<file path="config.mk">
export PLATFORM = sky130hd
export DESIGN_NAME = frame_descriptor_ring_with_keys_unit_flat
export DESIGN_NICKNAME = d
export VERILOG_FILES = /design/src/design/fdr_pkg.sv /design/src/design/fdr_if.sv /design/src/design/fdr_front.sv /design/src/design/fdr_cmd_q.sv /design/src/design/fdr_back.sv /design/src/design/frame_descriptor_ring_with_keys_unit.sv /design/src/flat_wrapper.sv
export SDC_FILE = /design/constraint.sdc
export NUM_CORES = 2
export LEC_CHECK = 0
export ABC_AREA = 1
export BUFFER_PORTS_ARGS = -buffer_cell sky130_fd_sc_hd__buf_4
export CAP_MARGIN = 10
export CORE_MARGIN = 1
export CORE_UTILIZATION = 45
export DETAILED_ROUTE_END_ITERATION = 6
export PLACE_DENSITY = 0.6
export SYNTH_ARGS = -nofsm -noshare
export SYNTH_HDL_FRONTEND = slang
export SYNTH_SLANG_ARGS = --single-unit
export TNS_END_PERCENT = 20
</file>
<file path="constraint.sdc">
create_clock -name clk -period 16.5 [get_ports clk]
set_input_delay 0.825 -clock clk [delete_from_list [all_inputs] [get_ports clk]]
set_output_delay 0.825 -clock clk [all_outputs]
set_load 0.02 [all_outputs]
</file>
<file path="src/design/fdr_pkg.sv">
package fdr_pkg;

  localparam int FUNC_W   = 3;
  localparam int ADDR_W   = 32;
  localparam int LEN_W    = 32;
  localparam int SERIAL_W = 16;
  localparam int USED_W   = 5;
  localparam int SUM_W    = 38;
  localparam int PADDR_W  = 4;
  localparam int PDATA_W  = 64;

  // serial keys wrap below this value, trimmed to a multiple of the slot count
  localparam int SERIAL_MAX = 16'hFFFF;

  // register index is the 8-byte word number of paddr
  localparam int REG_SEL_BIT = 3;
  localparam logic REG_POLICY  = 1'b0;
  localparam logic REG_MAX_MEM = 1'b1;

  localparam logic [FUNC_W-1:0] FUNC_ENQ   = 3'd0;
  localparam logic [FUNC_W-1:0] FUNC_DEQ   = 3'd1;
  localparam logic [FUNC_W-1:0] FUNC_LOOK  = 3'd2;
  localparam logic [FUNC_W-1:0] FUNC_TRIM  = 3'd3;
  localparam logic [FUNC_W-1:0] FUNC_FLUSH = 3'd4;

  localparam logic KIND_NOTICE = 1'b0;
  localparam logic KIND_DONE   = 1'b1;
  localparam logic ST_OK       = 1'b0;
  localparam logic ST_FAIL     = 1'b1;

  typedef enum logic [2:0] {
    OP_ENQ,
    OP_ENQ_ZERO,
    OP_DEQ,
    OP_LOOKUP,
    OP_TRIM,
    OP_FLUSH,
    OP_BAD
  } op_t;

  typedef struct packed {
    op_t                 op;
    logic [ADDR_W-1:0]   frame_addr;
    logic [LEN_W-1:0]    frame_len;
    logic                notify;
    logic [SERIAL_W-1:0] key;
  } cmd_t;

  typedef struct packed {
    logic             policy_mode;
    logic [SUM_W-1:0] max_mem;
  } cfg_t;

  typedef struct packed {
    logic                kind;
    logic                status;
    logic [SERIAL_W-1:0] serial;
    logic [ADDR_W-1:0]   addr;
    logic [LEN_W-1:0]    len;
    logic [USED_W-1:0]   used;
    logic [SUM_W-1:0]    sum;
    logic                last;
  } rsp_t;

endpackage

</file>
<file path="src/design/fdr_if.sv">
interface fdr_cmd_if import fdr_pkg::*; ();
  logic                valid;
  logic                ready;
  logic [FUNC_W-1:0]   func;
  logic [ADDR_W-1:0]   frame_addr;
  logic [LEN_W-1:0]    frame_len;
  logic                notify_on_release;
  logic [SERIAL_W-1:0] key_serial;

  modport source (
    output valid, func, frame_addr, frame_len, notify_on_release, key_serial,
    input  ready
  );
  modport sink (
    input  valid, func, frame_addr, frame_len, notify_on_release, key_serial,
    output ready
  );
endinterface

interface fdr_rsp_if import fdr_pkg::*; ();
  logic                valid;
  logic                ready;
  logic                kind;
  logic                status;
  logic [SERIAL_W-1:0] serial_out;
  logic [ADDR_W-1:0]   addr_out;
  logic [LEN_W-1:0]    len_out;
  logic [USED_W-1:0]   used_count;
  logic [SUM_W-1:0]    memory_sum;
  logic                last;

  modport source (
    output valid, kind, status, serial_out, addr_out, len_out, used_count,
           memory_sum, last,
    input  ready
  );
  modport sink (
    input  valid, kind, status, serial_out, addr_out, len_out, used_count,
           memory_sum, last,
    output ready
  );
endinterface

</file>
<file path="src/design/fdr_front.sv">
module fdr_front import fdr_pkg::*; #(
  parameter int SLOTS = 17,
  localparam int IDX_W = $clog2(SLOTS)
) (
  input  logic             clk,
  input  logic             rst,
  fdr_cmd_if.sink          cmd,
  output logic             push,
  output cmd_t             push_cmd,
  output logic [IDX_W-1:0] push_slot,
  input  logic             full
);

  // floor(2^32 / SLOTS): quotient estimate is exact or one low
  localparam logic [31:0] RECIP = 32'((64'd1 << 32) / SLOTS);

  typedef enum logic [2:0] {
    F_IDLE = 3'b001,
    F_MUL  = 3'b010,
    F_PUSH = 3'b100
  } fstate_t;

  fstate_t             state, state_next;
  cmd_t                item;
  op_t                 op_dec;
  logic [SERIAL_W-1:0] quot;
  logic [47:0]         prod;
  logic [SERIAL_W-1:0] qs;
  logic [SERIAL_W-1:0] rem;
  logic [IDX_W:0]      rem_n;
  logic [IDX_W:0]      slot_wide;

  assign cmd.ready = (state == F_IDLE);

  always_comb begin
    case (cmd.func)
      FUNC_ENQ:   op_dec = (cmd.frame_len == '0) ? OP_ENQ_ZERO : OP_ENQ;
      FUNC_DEQ:   op_dec = OP_DEQ;
      FUNC_LOOK:  op_dec = OP_LOOKUP;
      FUNC_TRIM:  op_dec = OP_TRIM;
      FUNC_FLUSH: op_dec = OP_FLUSH;
      default:    op_dec = OP_BAD;
    endcase
  end

  assign prod = item.key * RECIP;

  // key mod SLOTS from the registered quotient, one correction step
  always_comb begin
    qs        = SERIAL_W'(quot * SLOTS);
    rem       = item.key - qs;
    rem_n     = rem[IDX_W:0];
    slot_wide = (rem_n >= (IDX_W+1)'(SLOTS)) ? rem_n - (IDX_W+1)'(SLOTS) : rem_n;
  end

  assign push_slot = slot_wide[IDX_W-1:0];
  assign push_cmd  = item;
  assign push      = (state == F_PUSH) && !full;

  always_comb begin
    state_next = state;
    case (state)
      F_IDLE:  if (cmd.valid) state_next = F_MUL;
      F_MUL:   state_next = F_PUSH;
      F_PUSH:  if (!full) state_next = F_IDLE;
      default: state_next = F_IDLE;
    endcase
  end

  always_ff @(posedge clk) begin
    if (rst) begin
      state <= F_IDLE;
    end else begin
      state <= state_next;
    end
  end

  always_ff @(posedge clk) begin
    if (state == F_IDLE && cmd.valid) begin
      item.op         <= op_dec;
      item.frame_addr <= cmd.frame_addr;
      item.frame_len  <= cmd.frame_len;
      item.notify     <= cmd.notify_on_release;
      item.key        <= cmd.key_serial;
    end
    if (state == F_MUL) begin
      quot <= prod[47:32];
    end
  end

endmodule

</file>
<file path="src/design/fdr_cmd_q.sv">
module fdr_cmd_q import fdr_pkg::*; #(
  parameter int IDX_W = 5
) (
  input  logic             clk,
  input  logic             rst,
  input  logic             push,
  input  cmd_t             push_cmd,
  input  logic [IDX_W-1:0] push_slot,
  output logic             full,
  input  logic             pop,
  output logic             empty,
  output cmd_t             head_cmd,
  output logic [IDX_W-1:0] head_slot
);

  localparam int QDEPTH = 2;
  localparam int PTR_W  = $clog2(QDEPTH);
  localparam int CNT_W  = $clog2(QDEPTH + 1);

  cmd_t             cmd_mem  [QDEPTH];
  logic [IDX_W-1:0] slot_mem [QDEPTH];
  logic [PTR_W-1:0] wr_ptr, rd_ptr;
  logic [CNT_W-1:0] count;

  assign full      = (count == CNT_W'(QDEPTH));
  assign empty     = (count == '0);
  assign head_cmd  = cmd_mem[rd_ptr];
  assign head_slot = slot_mem[rd_ptr];

  always_ff @(posedge clk) begin
    if (rst) begin
      wr_ptr <= '0;
      rd_ptr <= '0;
      count  <= '0;
    end else begin
      if (push) begin
        wr_ptr <= (wr_ptr == PTR_W'(QDEPTH - 1)) ? '0 : wr_ptr + 1'b1;
      end
      if (pop) begin
        rd_ptr <= (rd_ptr == PTR_W'(QDEPTH - 1)) ? '0 : rd_ptr + 1'b1;
      end
      if (push && !pop) begin
        count <= count + 1'b1;
      end else if (pop && !push) begin
        count <= count - 1'b1;
      end
    end
  end

  always_ff @(posedge clk) begin
    if (push) begin
      cmd_mem[wr_ptr]  <= push_cmd;
      slot_mem[wr_ptr] <= push_slot;
    end
  end

endmodule

</file>
<file path="src/design/fdr_back.sv">
module fdr_back import fdr_pkg::*; #(
  parameter int CAPACITY = 16,
  localparam int SLOTS = CAPACITY + 1,
  localparam int IDX_W = $clog2(SLOTS)
) (
  input  logic             clk,
  input  logic             rst,
  input  cfg_t             cfg,
  input  logic             empty,
  output logic             pop,
  input  cmd_t             head_cmd,
  input  logic [IDX_W-1:0] head_slot,
  fdr_rsp_if.source        rsp
);

  localparam int CNT_W        = $clog2(CAPACITY + 1);
  localparam int SERIAL_LIMIT = (SERIAL_MAX / SLOTS) * SLOTS;

  typedef enum logic [5:0] {
    B_IDLE  = 6'b000001,
    B_CHECK = 6'b000010,
    B_EVICT = 6'b000100,
    B_STORE = 6'b001000,
    B_LOOK  = 6'b010000,
    B_DONE  = 6'b100000
  } bstate_t;

  bstate_t             state, state_next;
  cmd_t                cur;
  logic [IDX_W-1:0]    slot;
  logic                phase;
  logic [IDX_W-1:0]    head, tail;
  logic [CNT_W-1:0]    occ;
  logic [SUM_W-1:0]    byte_total;
  logic [SERIAL_W-1:0] next_serial;
  logic [SERIAL_W-1:0] done_serial;
  logic                look_hit;

  logic [ADDR_W-1:0]   addr_mem   [SLOTS];
  logic [LEN_W-1:0]    len_mem    [SLOTS];
  logic [SERIAL_W-1:0] serial_mem [SLOTS];
  logic                notify_mem [SLOTS];

  logic [IDX_W-1:0]    rd_idx;
  logic [ADDR_W-1:0]   rd_addr;
  logic [LEN_W-1:0]    rd_len;
  logic [SERIAL_W-1:0] rd_serial;
  logic                rd_notify;

  rsp_t                out_reg, out_next;
  logic                out_valid, out_load, out_free;
  logic                policy_hit, evict_go, live;
  logic [IDX_W-1:0]    newest;
  logic [CNT_W-1:0]    occ_dec;
  logic [SUM_W-1:0]    sum_dec;

  function automatic logic [IDX_W-1:0] wrap_inc(input logic [IDX_W-1:0] p);
    return (p == IDX_W'(SLOTS - 1)) ? '0 : p + 1'b1;
  endfunction

  function automatic logic [USED_W-1:0] used_of(input logic [CNT_W-1:0] c);
    logic [CNT_W+USED_W-1:0] w;
    w = {{USED_W{1'b0}}, c};
    return w[USED_W-1:0];
  endfunction

  assign out_free   = !out_valid || rsp.ready;
  assign policy_hit = cfg.policy_mode && (byte_total > cfg.max_mem) && (occ != '0);
  assign evict_go   = (state == B_EVICT) && (!rd_notify || out_free);
  assign occ_dec    = occ - 1'b1;
  assign sum_dec    = byte_total - {{(SUM_W-LEN_W){1'b0}}, rd_len};
  assign rd_idx     = (cur.op == OP_LOOKUP) ? slot : tail;

  // live range runs from tail up to the slot before head, wrapping
  always_comb begin
    newest = (head == '0) ? IDX_W'(CAPACITY) : head - 1'b1;
    if (occ == '0) begin
      live = 1'b0;
    end else if (newest >= tail) begin
      live = (slot >= tail) && (slot <= newest);
    end else begin
      live = (slot <= newest) || (slot >= tail);
    end
  end

  always_comb begin
    state_next = state;
    pop        = 1'b0;
    out_load   = 1'b0;
    out_next   = '0;
    case (state)
      B_IDLE: begin
        if (!empty) begin
          pop        = 1'b1;
          state_next = B_CHECK;
        end
      end
      B_CHECK: begin
        case (cur.op)
          OP_ENQ: begin
            if (!phase) begin
              state_next = (occ >= CNT_W'(CAPACITY)) ? B_EVICT : B_STORE;
            end else begin
              state_next = policy_hit ? B_EVICT : B_DONE;
            end
          end
          OP_DEQ:    state_next = (!phase && occ != '0) ? B_EVICT : B_DONE;
          OP_LOOKUP: state_next = B_LOOK;
          OP_TRIM:   state_next = policy_hit ? B_EVICT : B_DONE;
          OP_FLUSH:  state_next = (occ != '0) ? B_EVICT : B_DONE;
          default:   state_next = B_DONE;
        endcase
      end
      B_EVICT: begin
        if (evict_go) begin
          state_next = B_CHECK;
          if (rd_notify) begin
            out_load        = 1'b1;
            out_next.kind   = KIND_NOTICE;
            out_next.status = ST_OK;
            out_next.serial = rd_serial;
            out_next.addr   = rd_addr;
            out_next.len    = rd_len;
            out_next.used   = used_of(occ_dec);
            out_next.sum    = sum_dec;
            out_next.last   = 1'b0;
          end
        end
      end
      B_STORE: state_next = B_CHECK;
      B_LOOK:  state_next = B_DONE;
      B_DONE: begin
        if (out_free) begin
          state_next    = B_IDLE;
          out_load      = 1'b1;
          out_next.kind = KIND_DONE;
          out_next.used = used_of(occ);
          out_next.sum  = byte_total;
          out_next.last = 1'b1;
          case (cur.op)
            OP_ENQ: begin
              out_next.status = ST_OK;
              out_next.serial = done_serial;
            end
            OP_DEQ:  out_next.status = phase ? ST_OK : ST_FAIL;
            OP_LOOKUP: begin
              out_next.status = look_hit ? ST_OK : ST_FAIL;
              out_next.addr   = look_hit ? rd_addr : '0;
              out_next.len    = look_hit ? rd_len : '0;
            end
            OP_TRIM:  out_next.status = ST_OK;
            OP_FLUSH: out_next.status = ST_OK;
            default:  out_next.status = ST_FAIL;
          endcase
        end
      end
      default: state_next = B_IDLE;
    endcase
  end

  always_ff @(posedge clk) begin
    if (rst) begin
      state       <= B_IDLE;
      head        <= '0;
      tail        <= '0;
      occ         <= '0;
      byte_total  <= '0;
      next_serial <= '0;
      phase       <= 1'b0;
      out_valid   <= 1'b0;
    end else begin
      state <= state_next;
      if (out_load) begin
        out_valid <= 1'b1;
      end else if (rsp.ready) begin
        out_valid <= 1'b0;
      end
      if (pop) begin
        phase <= 1'b0;
      end
      if (evict_go) begin
        tail       <= wrap_inc(tail);
        occ        <= occ_dec;
        byte_total <= sum_dec;
        if (cur.op == OP_DEQ) begin
          phase <= 1'b1;
        end
      end
      if (state == B_STORE) begin
        head        <= wrap_inc(head);
        occ         <= occ + 1'b1;
        byte_total  <= byte_total + {{(SUM_W-LEN_W){1'b0}}, cur.frame_len};
        next_serial <= (next_serial == SERIAL_W'(SERIAL_LIMIT - 1)) ? '0
                                                                     : next_serial + 1'b1;
        phase       <= 1'b1;
      end
    end
  end

  always_ff @(posedge clk) begin
    if (pop) begin
      cur  <= head_cmd;
      slot <= head_slot;
    end
    if (state == B_STORE) begin
      addr_mem[head]   <= cur.frame_addr;
      len_mem[head]    <= cur.frame_len;
      serial_mem[head] <= next_serial;
      notify_mem[head] <= cur.notify;
      done_serial      <= next_serial;
    end
    rd_addr   <= addr_mem[rd_idx];
    rd_len    <= len_mem[rd_idx];
    rd_serial <= serial_mem[rd_idx];
    rd_notify <= notify_mem[rd_idx];
    if (state == B_LOOK) begin
      look_hit <= live && (rd_serial == cur.key);
    end
    if (out_load) begin
      out_reg <= out_next;
    end
  end

  assign rsp.valid      = out_valid;
  assign rsp.kind       = out_reg.kind;
  assign rsp.status     = out_reg.status;
  assign rsp.serial_out = out_reg.serial;
  assign rsp.addr_out   = out_reg.addr;
  assign rsp.len_out    = out_reg.len;
  assign rsp.used_count = out_reg.used;
  assign rsp.memory_sum = out_reg.sum;
  assign rsp.last       = out_reg.last;

  a_occ_bound: assert property (@(posedge clk) disable iff (rst)
    occ <= CNT_W'(CAPACITY))
    else $error("occupancy above capacity");

  a_empty_sum: assert property (@(posedge clk) disable iff (rst)
    (occ == '0) |-> (byte_total == '0))
    else $error("byte total nonzero on empty ring");

  a_ring_span: assert property (@(posedge clk) disable iff (rst)
    (int'(tail) + int'(occ) == int'(head)) || (int'(tail) + int'(occ) == int'(head) + SLOTS))
    else $error("head, tail and occupancy disagree");

  a_store_room: assert property (@(posedge clk) disable iff (rst)
    (state == B_STORE) |-> (occ < CNT_W'(CAPACITY)))
    else $error("store into a full ring");

endmodule

</file>
<file path="src/design/frame_descriptor_ring_with_keys_unit.sv">
// Frame descriptor ring with serial keys and a drop-oldest byte budget.
// cmd channel: one beat per command (enqueue, dequeue, lookup, trim, flush),
// taken when valid and ready are high. rsp channel: zero or more release
// notices (kind 0), then one completion (kind 1, last 1) per command.
// APB port: policy_mode at 0x0, max_mem at 0x8; write only while idle.
// The front end captures a command, runs a reciprocal multiply for the
// key-to-slot mapping and pushes it into a 2-entry queue; cmd ready is
// low during the multiply and the push, which waits while the queue is
// full. The back-end sequencer pops a command, checks it and completes
// it; a lookup adds a look step, an enqueue adds a store and a second
// check, and each evicted entry adds an evict step and a check.
// The back-end sequencer and its single ring-memory read port set the
// throughput; it works on one command at a time while the queue holds more.
// Reset empties the ring, zeroes the serial counter and both registers;
// stored descriptors are not cleared. If rsp stalls, the output register
// holds its beat, the back end stops at its next result and the queue and
// front end fill before cmd ready drops for good.
module frame_descriptor_ring_with_keys_unit import fdr_pkg::*; #(
  parameter int CAPACITY = 16
) (
  input  logic               clk,
  input  logic               rst,
  fdr_cmd_if.sink            cmd,
  fdr_rsp_if.source          rsp,
  input  logic               psel,
  input  logic               penable,
  input  logic               pwrite,
  input  logic [PADDR_W-1:0] paddr,
  input  logic [PDATA_W-1:0] pwdata,
  output logic [PDATA_W-1:0] prdata,
  output logic               pready
);

  localparam int SLOTS = CAPACITY + 1;
  localparam int IDX_W = $clog2(SLOTS);

  cfg_t             cfg;
  logic             cfg_wr;
  logic             push, full, pop, empty;
  cmd_t             push_cmd, head_cmd;
  logic [IDX_W-1:0] push_slot, head_slot;

  assign pready = 1'b1;
  assign cfg_wr = psel && penable && pwrite && pready;

  always_ff @(posedge clk) begin
    if (rst) begin
      cfg <= '0;
    end else if (cfg_wr) begin
      case (paddr[REG_SEL_BIT])
        REG_POLICY:  cfg.policy_mode <= pwdata[0];
        REG_MAX_MEM: cfg.max_mem     <= pwdata[SUM_W-1:0];
        default: ;
      endcase
    end
  end

  always_comb begin
    case (paddr[REG_SEL_BIT])
      REG_POLICY:  prdata = {{(PDATA_W-1){1'b0}}, cfg.policy_mode};
      REG_MAX_MEM: prdata = {{(PDATA_W-SUM_W){1'b0}}, cfg.max_mem};
      default:     prdata = '0;
    endcase
  end

  fdr_front #(
    .SLOTS (SLOTS)
  ) u_front (
    .clk       (clk),
    .rst       (rst),
    .cmd       (cmd),
    .push      (push),
    .push_cmd  (push_cmd),
    .push_slot (push_slot),
    .full      (full)
  );

  fdr_cmd_q #(
    .IDX_W (IDX_W)
  ) u_queue (
    .clk       (clk),
    .rst       (rst),
    .push      (push),
    .push_cmd  (push_cmd),
    .push_slot (push_slot),
    .full      (full),
    .pop       (pop),
    .empty     (empty),
    .head_cmd  (head_cmd),
    .head_slot (head_slot)
  );

  fdr_back #(
    .CAPACITY (CAPACITY)
  ) u_back (
    .clk       (clk),
    .rst       (rst),
    .cfg       (cfg),
    .empty     (empty),
    .pop       (pop),
    .head_cmd  (head_cmd),
    .head_slot (head_slot),
    .rsp       (rsp)
  );

endmodule

</file>
<file path="src/flat_wrapper.sv">
// flat-port wrapper written by rule: the top's interface ports become plain ports
module frame_descriptor_ring_with_keys_unit_flat import fdr_pkg::*;
#(
  parameter int CAPACITY = 16
)
  (clk, rst, psel, penable, pwrite, paddr, pwdata, prdata, pready, cmd_valid, cmd_func, cmd_frame_addr, cmd_frame_len, cmd_notify_on_release, cmd_key_serial, cmd_ready, rsp_valid, rsp_kind, rsp_status, rsp_serial_out, rsp_addr_out, rsp_len_out, rsp_used_count, rsp_memory_sum, rsp_last, rsp_ready);
  fdr_cmd_if cmd_i ();
  fdr_rsp_if rsp_i ();
  input  logic clk;
  input  logic rst;
  input  logic psel;
  input  logic penable;
  input  logic pwrite;
  input  logic [PADDR_W-1:0] paddr;
  input  logic [PDATA_W-1:0] pwdata;
  output logic [PDATA_W-1:0] prdata;
  output logic pready;
  input wire logic [$bits(cmd_i.valid)-1:0] cmd_valid;
  input wire logic [$bits(cmd_i.func)-1:0] cmd_func;
  input wire logic [$bits(cmd_i.frame_addr)-1:0] cmd_frame_addr;
  input wire logic [$bits(cmd_i.frame_len)-1:0] cmd_frame_len;
  input wire logic [$bits(cmd_i.notify_on_release)-1:0] cmd_notify_on_release;
  input wire logic [$bits(cmd_i.key_serial)-1:0] cmd_key_serial;
  output wire logic [$bits(cmd_i.ready)-1:0] cmd_ready;
  output wire logic [$bits(rsp_i.valid)-1:0] rsp_valid;
  output wire logic [$bits(rsp_i.kind)-1:0] rsp_kind;
  output wire logic [$bits(rsp_i.status)-1:0] rsp_status;
  output wire logic [$bits(rsp_i.serial_out)-1:0] rsp_serial_out;
  output wire logic [$bits(rsp_i.addr_out)-1:0] rsp_addr_out;
  output wire logic [$bits(rsp_i.len_out)-1:0] rsp_len_out;
  output wire logic [$bits(rsp_i.used_count)-1:0] rsp_used_count;
  output wire logic [$bits(rsp_i.memory_sum)-1:0] rsp_memory_sum;
  output wire logic [$bits(rsp_i.last)-1:0] rsp_last;
  input wire logic [$bits(rsp_i.ready)-1:0] rsp_ready;
  assign cmd_i.valid = cmd_valid;
  assign cmd_i.func = cmd_func;
  assign cmd_i.frame_addr = cmd_frame_addr;
  assign cmd_i.frame_len = cmd_frame_len;
  assign cmd_i.notify_on_release = cmd_notify_on_release;
  assign cmd_i.key_serial = cmd_key_serial;
  assign cmd_ready = cmd_i.ready;
  assign rsp_valid = rsp_i.valid;
  assign rsp_kind = rsp_i.kind;
  assign rsp_status = rsp_i.status;
  assign rsp_serial_out = rsp_i.serial_out;
  assign rsp_addr_out = rsp_i.addr_out;
  assign rsp_len_out = rsp_i.len_out;
  assign rsp_used_count = rsp_i.used_count;
  assign rsp_memory_sum = rsp_i.memory_sum;
  assign rsp_last = rsp_i.last;
  assign rsp_i.ready = rsp_ready;
  frame_descriptor_ring_with_keys_unit #(.CAPACITY(CAPACITY)) u_core (.clk(clk), .rst(rst), .cmd(cmd_i), .rsp(rsp_i), .psel(psel), .penable(penable), .pwrite(pwrite), .paddr(paddr), .pwdata(pwdata), .prdata(prdata), .pready(pready));
endmodule
</file>
Yosys cells after proc, flatten, opt, wreduce, memory -nomap -nowiden
Memory sizes are Yosys's and may differ from the RTL's. A register that Yosys moved wholly into a read port is not among the register bits.
Index checks and enable logic that the tools add are counted.
- flip-flop bits (word level): 362
- bits in writable memories: 1555
- input bits: 159
- output and inout port bits: 193
- word-level logic and storage cells: 181
- memories: 6
- $add $sub $neg: 14
- $mul: 2
- order comparisons: 6
- equality and inequality tests: 27
- muxes and demuxes: 59
- bitwise logic cells: 1
- reduce and logical (&&, ||, !) cells: 36
- memory list (name ; depth ; bits a word ; read ports ; clocked after Yosys merged registers in ; write ports ; line ; RTL):
    u_core.u_back.addr_mem ; 17 ; 32 ; 1 ; 1 ; 1 ; fdr_back.sv:39 ; logic [ADDR_W-1:0] addr_mem [SLOTS];
    u_core.u_back.len_mem ; 17 ; 32 ; 1 ; 1 ; 1 ; fdr_back.sv:40 ; logic [LEN_W-1:0] len_mem [SLOTS];
    u_core.u_back.serial_mem ; 17 ; 16 ; 1 ; 1 ; 1 ; fdr_back.sv:41 ; logic [SERIAL_W-1:0] serial_mem [SLOTS];
    u_core.u_queue.cmd_mem ; 2 ; 84 ; 1 ; 1 ; 1 ; fdr_cmd_q.sv:20 ; cmd_t cmd_mem [QDEPTH];
    u_core.u_back.notify_mem ; 17 ; 1 ; 1 ; 1 ; 1 ; fdr_back.sv:42 ; logic notify_mem [SLOTS];
    u_core.u_queue.slot_mem ; 2 ; 5 ; 1 ; 1 ; 1 ; fdr_cmd_q.sv:21 ; logic [IDX_W-1:0] slot_mem [QDEPTH];
- operators with widths (cell ; count):
    126-bit one-hot mux with 2 select lines ; 1
    124-bit two-way mux ; 2
    64-bit one-hot mux with 2 select lines ; 1
    126-bit two-way mux ; 1
    38-bit two-way mux ; 2
    32-bit two-way mux ; 2
    64-bit two-way mux ; 1
    16-bit by 28-bit multiplier with 44-bit output, second input constant ; 1
    6-bit two-way mux ; 7
    38-bit by 32-bit adder with 38-bit output ; 1
    38-bit > comparator ; 1
    38-bit by 32-bit subtractor with 38-bit output ; 1
    6-bit one-hot mux with 6 select lines ; 1
    5-bit two-way mux ; 7
    32-bit logical NOT ; 1
    16-bit two-way mux ; 2
    6-bit one-hot mux with 5 select lines ; 1
    1-bit two-way mux ; 22
    16-bit by 1-bit adder with 16-bit output, second input constant ; 1
    16-bit equality test ; 1
    16-bit equality test, second input constant ; 1
    5-bit by 1-bit adder with 5-bit output, second input constant ; 3
    3-bit by 2-bit equality test with 1-bit output, second input constant ; 5
    3-bit one-hot mux with 5 select lines ; 1
    other kinds (40) ; 78

Longest topological paths before layout
- depth after elaboration: 7
- depth in mapped cells: 26
- depth with buffers taken out: 26

Cells and area by module
Synthesis repeated with hierarchy kept, for this count alone.
- cells, all modules: 7620
- area total of the unflattened synthesis: 90041.4 µm²
- by module, submodules not included (module ; times used ; cells an instance ; area each (µm²) ; seq. area each (µm²)):
    fdr_back ; 1 ; 6158 ; 73329.1 ; 51449.3
    fdr_front ; 1 ; 785 ; 7721.2 ; 2762.6
    fdr_cmd_q ; 1 ; 310 ; 6680.2 ; 5445.2
    frame_descriptor_ring_with_keys_unit ; 1 ; 367 ; 2311.0 ; 780.7

Least setup slack after synthesis
OpenSTA, ideal clock, no wires.
- kind: register -> register
- from: register u_core.u_back.state[0]
- to: register u_core.u_back.head[3]
- library setup time: 120 ps
- data arrival time: 7348 ps
- data required time: 16380 ps
- setup slack: 9031 ps
- stages on the path, launching flop included: 9
- buffers on the path: 0
- clock period less this slack: 7469 ps
- path through: dfxtp_1 -> nor2_1 -> nand3_2 -> inv_1 -> nand2_1 -> nor3_1 -> or2_2 -> o21bai_1 -> a21oi_1
- word-level cells in the longest chain between the ends: 1
- ends and longest elaborated chain (what ; line ; RTL):
    start: declaration ; fdr_back.sv:28 ; bstate_t state, state_next;
    start signal: assignment ; fdr_back.sv:172 ; state <= state_next;
    6-bit by 4-bit equality test with 1-bit output ; fdr_back.sv:189 ; if (state == B_STORE) begin
    end signal: assignment ; fdr_back.sv:190 ; head <= wrap_inc(head);
    end: declaration ; fdr_back.sv:32 ; logic [IDX_W-1:0] head, tail;
Every way passes these cells.
A chain may end at the register's enable or synchronous reset.

Worst setup path in the final report
- from: register u_core.u_back.cur[83] (netlist name)
- to: register u_core.u_back.rd_len[25], read port of u_core.u_back.len_mem
- word-level cells in the longest chain between the ends: 2
- ends and longest elaborated chain (what ; line ; RTL):
    3-bit by 2-bit equality test with 1-bit output ; fdr_back.sv:72 ; assign rd_idx = (cur.op == OP_LOOKUP) ? slot : tail;
    5-bit two-way mux ; fdr_back.sv:72 ;
    end: declaration ; fdr_back.sv:46 ; logic [LEN_W-1:0] rd_len;
Every way passes these cells.

==> summary.md <==
| Metric | Value |
|---|---|
| Slowest CP cell | `buf_4` |
| Detail Route Antenna Nets | `0` |
| Hold Slack | `0.148 ns` |
| CTS H-tree depth | `4` |
| Largest net degree at the start of global routing | `203` |
| Final setup skew | `0.0454 ns` |
| Rows | `162` |
| RSZ-0062 raised after global routing | `false` |
| CP most frequent cell | `buf_4` |
| CTS max path bufs | `3` |
| Most common cell after layout, fill and taps aside | `edfxtp_1` |
| Hold_buf cts | `0` |
| Cts repair resizes | `0` |
| Min-Delay Path Class | `primary input to flip-flop` |
| Logic gate share of total power | `0.222` |
| Max-Cap Viols | `0` |
| CP Cell Sequence | `nor2_2 -> nand2_1 -> nand2_1 -> nand2_8 -> inv_8 -> buf_4 -> buf_4 -> buf_4 -> nor2_1 -> nor2_1 -> o21ai_0 -> o211ai_1 -> nand3_1 -> a31oi_1` |
| Delay-heaviest family, CP | `buffers and inverters` |
| Clock network fraction of total power | `0.326` |
| DRC viols | `0` |
| Post-DP HPWL | `143000 µm` |
| Warnings, synthesis | `0` |
| Core Region | `0.195 mm²` |
| Drt via density | `5.52` |
| Most frequent cells in the layout | `1876 x edfxtp_1, 1172 x nor2_1, 843 x nand2_1, 796 x o21ai_0, 574 x inv_1` |
| CTS tree | `built` |
| # fillers | `16900` |
| Max-slew violations | `0` |
| Period utilization | `0.376` |
| Post-synth cell types | `55` |
| Mapped cell area | `0.0888 mm²` |
| Port Buffer Count | `295` |
| Clk root buf | `clkbuf_16` |
| N_diodes | `0` |
| Drt initial violations | `5717` |
| Total grt overflow | `0` |
| Worst Setup End Kind | `flip-flop` |
| Crit start category | `flip-flop` |
| Pwr/cell area | `144 mW/mm²` |
| Outcome | `finished, final reports clean` |
| Switch Pwr | `4.56 mW` |
| Req. time, crit path | `17.24 ns` |
| WP data arrival | `6.94 ns` |
| IO Count | `352` |
| Vias in the first global route | `56600` |
| Aggregate routed wire length | `244000 µm` |
| Routability cong. | `0.909` |
| Pleak | `36.5 nW` |
| Die Height | `446 µm` |
| Routed vias | `58200` |
| Total negative slack | `0 ns` |
| Drt pass-1 iters | `6` |
| Synth Instances | `7517` |
| P_int | `9.96 mW` |
| NumNets Final | `8211` |
| Switching share of power | `0.314` |
| Seq pwr share | `0.452` |
| Final Util | `0.515` |
| Initial antenna violation count | `1` |
| Crit path largest cell delay | `0.94 ns` |
| Setup Buffers After CTS | `0` |
| Drt wl/cell | `23.1 µm` |
| Crit Path Category | `flip-flop to flip-flop` |
| Total power | `14.5 mW` |
| Min cycle time layout | `6.20 ns` |
| Clock Sinks | `2080` |
| Worst Path Max Fanout | `151` |
| Final hold vios | `0` |
| Die X-Extent | `446 µm` |
| Global-route wire length before repair | `360000 µm` |
| Number of synthesized register bits | `2080` |
| Die ar. | `0.199 mm²` |
| Share of layout cells above drive strength 1 | `0.0949` |
| CTS clk-pin slew, worst paths | `0.06 ns` |
| Worst Path Buf+Inv | `4` |
| Relative slew slack | `0.207` |
| Initial core utilization | `0.454` |
| Final setup fails | `0` |
| VDD IR-drop max | `0.000120 V` |
| FMAX | `0.161 GHz` |
| GRT Util Overall | `0.243` |
| Syn avg cell area | `11.8 µm²` |
| Clock latency on the worst-skew pair | `0.87 ns` |
| Total CTS buffers | `211` |
| Sequential fraction of the synthesis area | `0.680` |
| Area growth from synthesis to layout | `13.2%` |
| Worst Tran Pin Value | `1.19 ns` |
## cells by family after synthesis
group                    after synthesis  share of synthesized area
AO/OA/AOI/OAI                       1556                      0.104
XOR/XNOR                              72                    0.00710
adder cells (fa/ha/maj)              307                     0.0491
buffers and inverters                978                     0.0444
flip-flops                          2080                      0.680
multiplexers                           1                   0.000113
other                                  2                  0.0000846
AND/OR/NAND/NOR                     2521                      0.115
## registers in the layout, indices dropped and copies added, names as in the netlist, 39 cells and up
signal / count
u_core.u_front.push_cmd: 84
u_core.u_back.len_mem: 544
u_core.u_back.cur: 84
u_core.cfg: 39
u_core.u_back.serial_mem: 272
u_core.u_queue.cmd_mem: 168
u_core.u_back.addr_mem: 544
## final cells by class
class | instances | area (µm²) | area share
inverters | 587 | 2220 | 0.0221
flip-flops and latches | 2080 | 60400 | 0.601
multi-input cells | 4484 | 24800 | 0.246
repair buffers | 382 | 2930 | 0.0291
well taps | 2624 | 3280 | 0.0327
clock inverters | 95 | 1010 | 0.0100
clock buffers | 305 | 5910 | 0.0588
## cell usage after synthesis, drive strengths merged
cell	number	area, µm²
o31ai	3	22.5
xor2	37	324
or2	19	119
o22ai	7	43.8
o221ai	164	1440
and3	3	18.8
dfxtp	204	4080
o21ai	837	4200
xnor2	35	307
a21boi	7	52.6
nor3b	5	42.5
nor4	21	138
nand2	845	3170
o21a	11	82.6
a211oi	3	22.5
a311oi	1	8.76
nand4	32	200
nand2b	1	6.26
a21o	8	60.1
a31oi	90	563
mux2i	1	10.0
a2bb2oi	1	8.76
maj3	1	10.0
nor2	1195	4490
a21oi	212	1060
clkbuf	238	903
clkinv	2	7.51
a32oi	1	8.76
nor3	48	240
inv	585	2200
o21bai	11	82.6
nand3	337	1690
a32o	11	110
and2	1	6.26
fa	70	1400
edfxtp	1876	56300
a22o	8	70.1
a221oi	2	17.5
conb	2	7.51
ha	236	2950
nand3b	14	105
o211ai	179	1340
buf	153	835
## power groups by stage
stage | registers, mW | logic (mW) | clock network (mW)
after floorplan | 6.52 | 2.19 | 0
after global placement | 6.65 | 3.21 | 0
after detailed placement | 6.67 | 3.24 | 0
after CTS | 6.56 | 3.26 | 4.81
after global routing | 6.59 | 3.63 | 5.01
final | 6.56 | 3.23 | 4.73
## worst paths after layout
path | startpoint | end | slack [ns] | depth (start not counted)
worst min-delay path | cmd_frame_addr[5] | u_core.u_front.push_cmd[54]$_DFFE_PP_ | 0.15 | 1
worst min register to register | u_core.u_front.push_cmd[56]$_DFFE_PP_ | u_core.u_queue.cmd_mem[1][56]$_DFFE_PP_ | 0.43 | 0
worst max-delay path | u_core.u_back.cur[83]$_DFFE_PP_ | u_core.u_back.rd_len[25]$_DFF_P_ | 10.30 | 14
worst max register to register | u_core.u_back.cur[83]$_DFFE_PP_ | u_core.u_back.rd_len[25]$_DFF_P_ | 10.30 | 14
## worst register-to-register path, delay by kind of cell, from the launching register on
kind / cells / cell delay (ns)
buffers and inverters: 4 / 3.60
flip-flops: 1 / 0.43
AO/OA/AOI/OAI: 3 / 0.53
AND/OR/NAND/NOR: 7 / 1.54
## layer usage
metal | vias to the layer above | track usage | routed length (µm)
li1 | 27200 | - | -
met1 | 28800 | 0.319 | 102000
met2 | 1862 | 0.414 | 121000
met3 | 388 | 0.0306 | 13600
met4 | 2 | 0.0862 | 8300
met5 | - | 0 | 11
## through the flow
step           worst slack, ns  instances  instance area (µm²)
3_5_place_dp             10.33      10200                93600
6_report                 10.30      10600               101000
5_1_grt                   9.86      10600               101000
2_1_floorplan             9.03       7542                88900
4_1_cts                  10.34      10600               101000
3_3_place_gp             10.36      10200                93600
(Power assumes the default switching activity.)
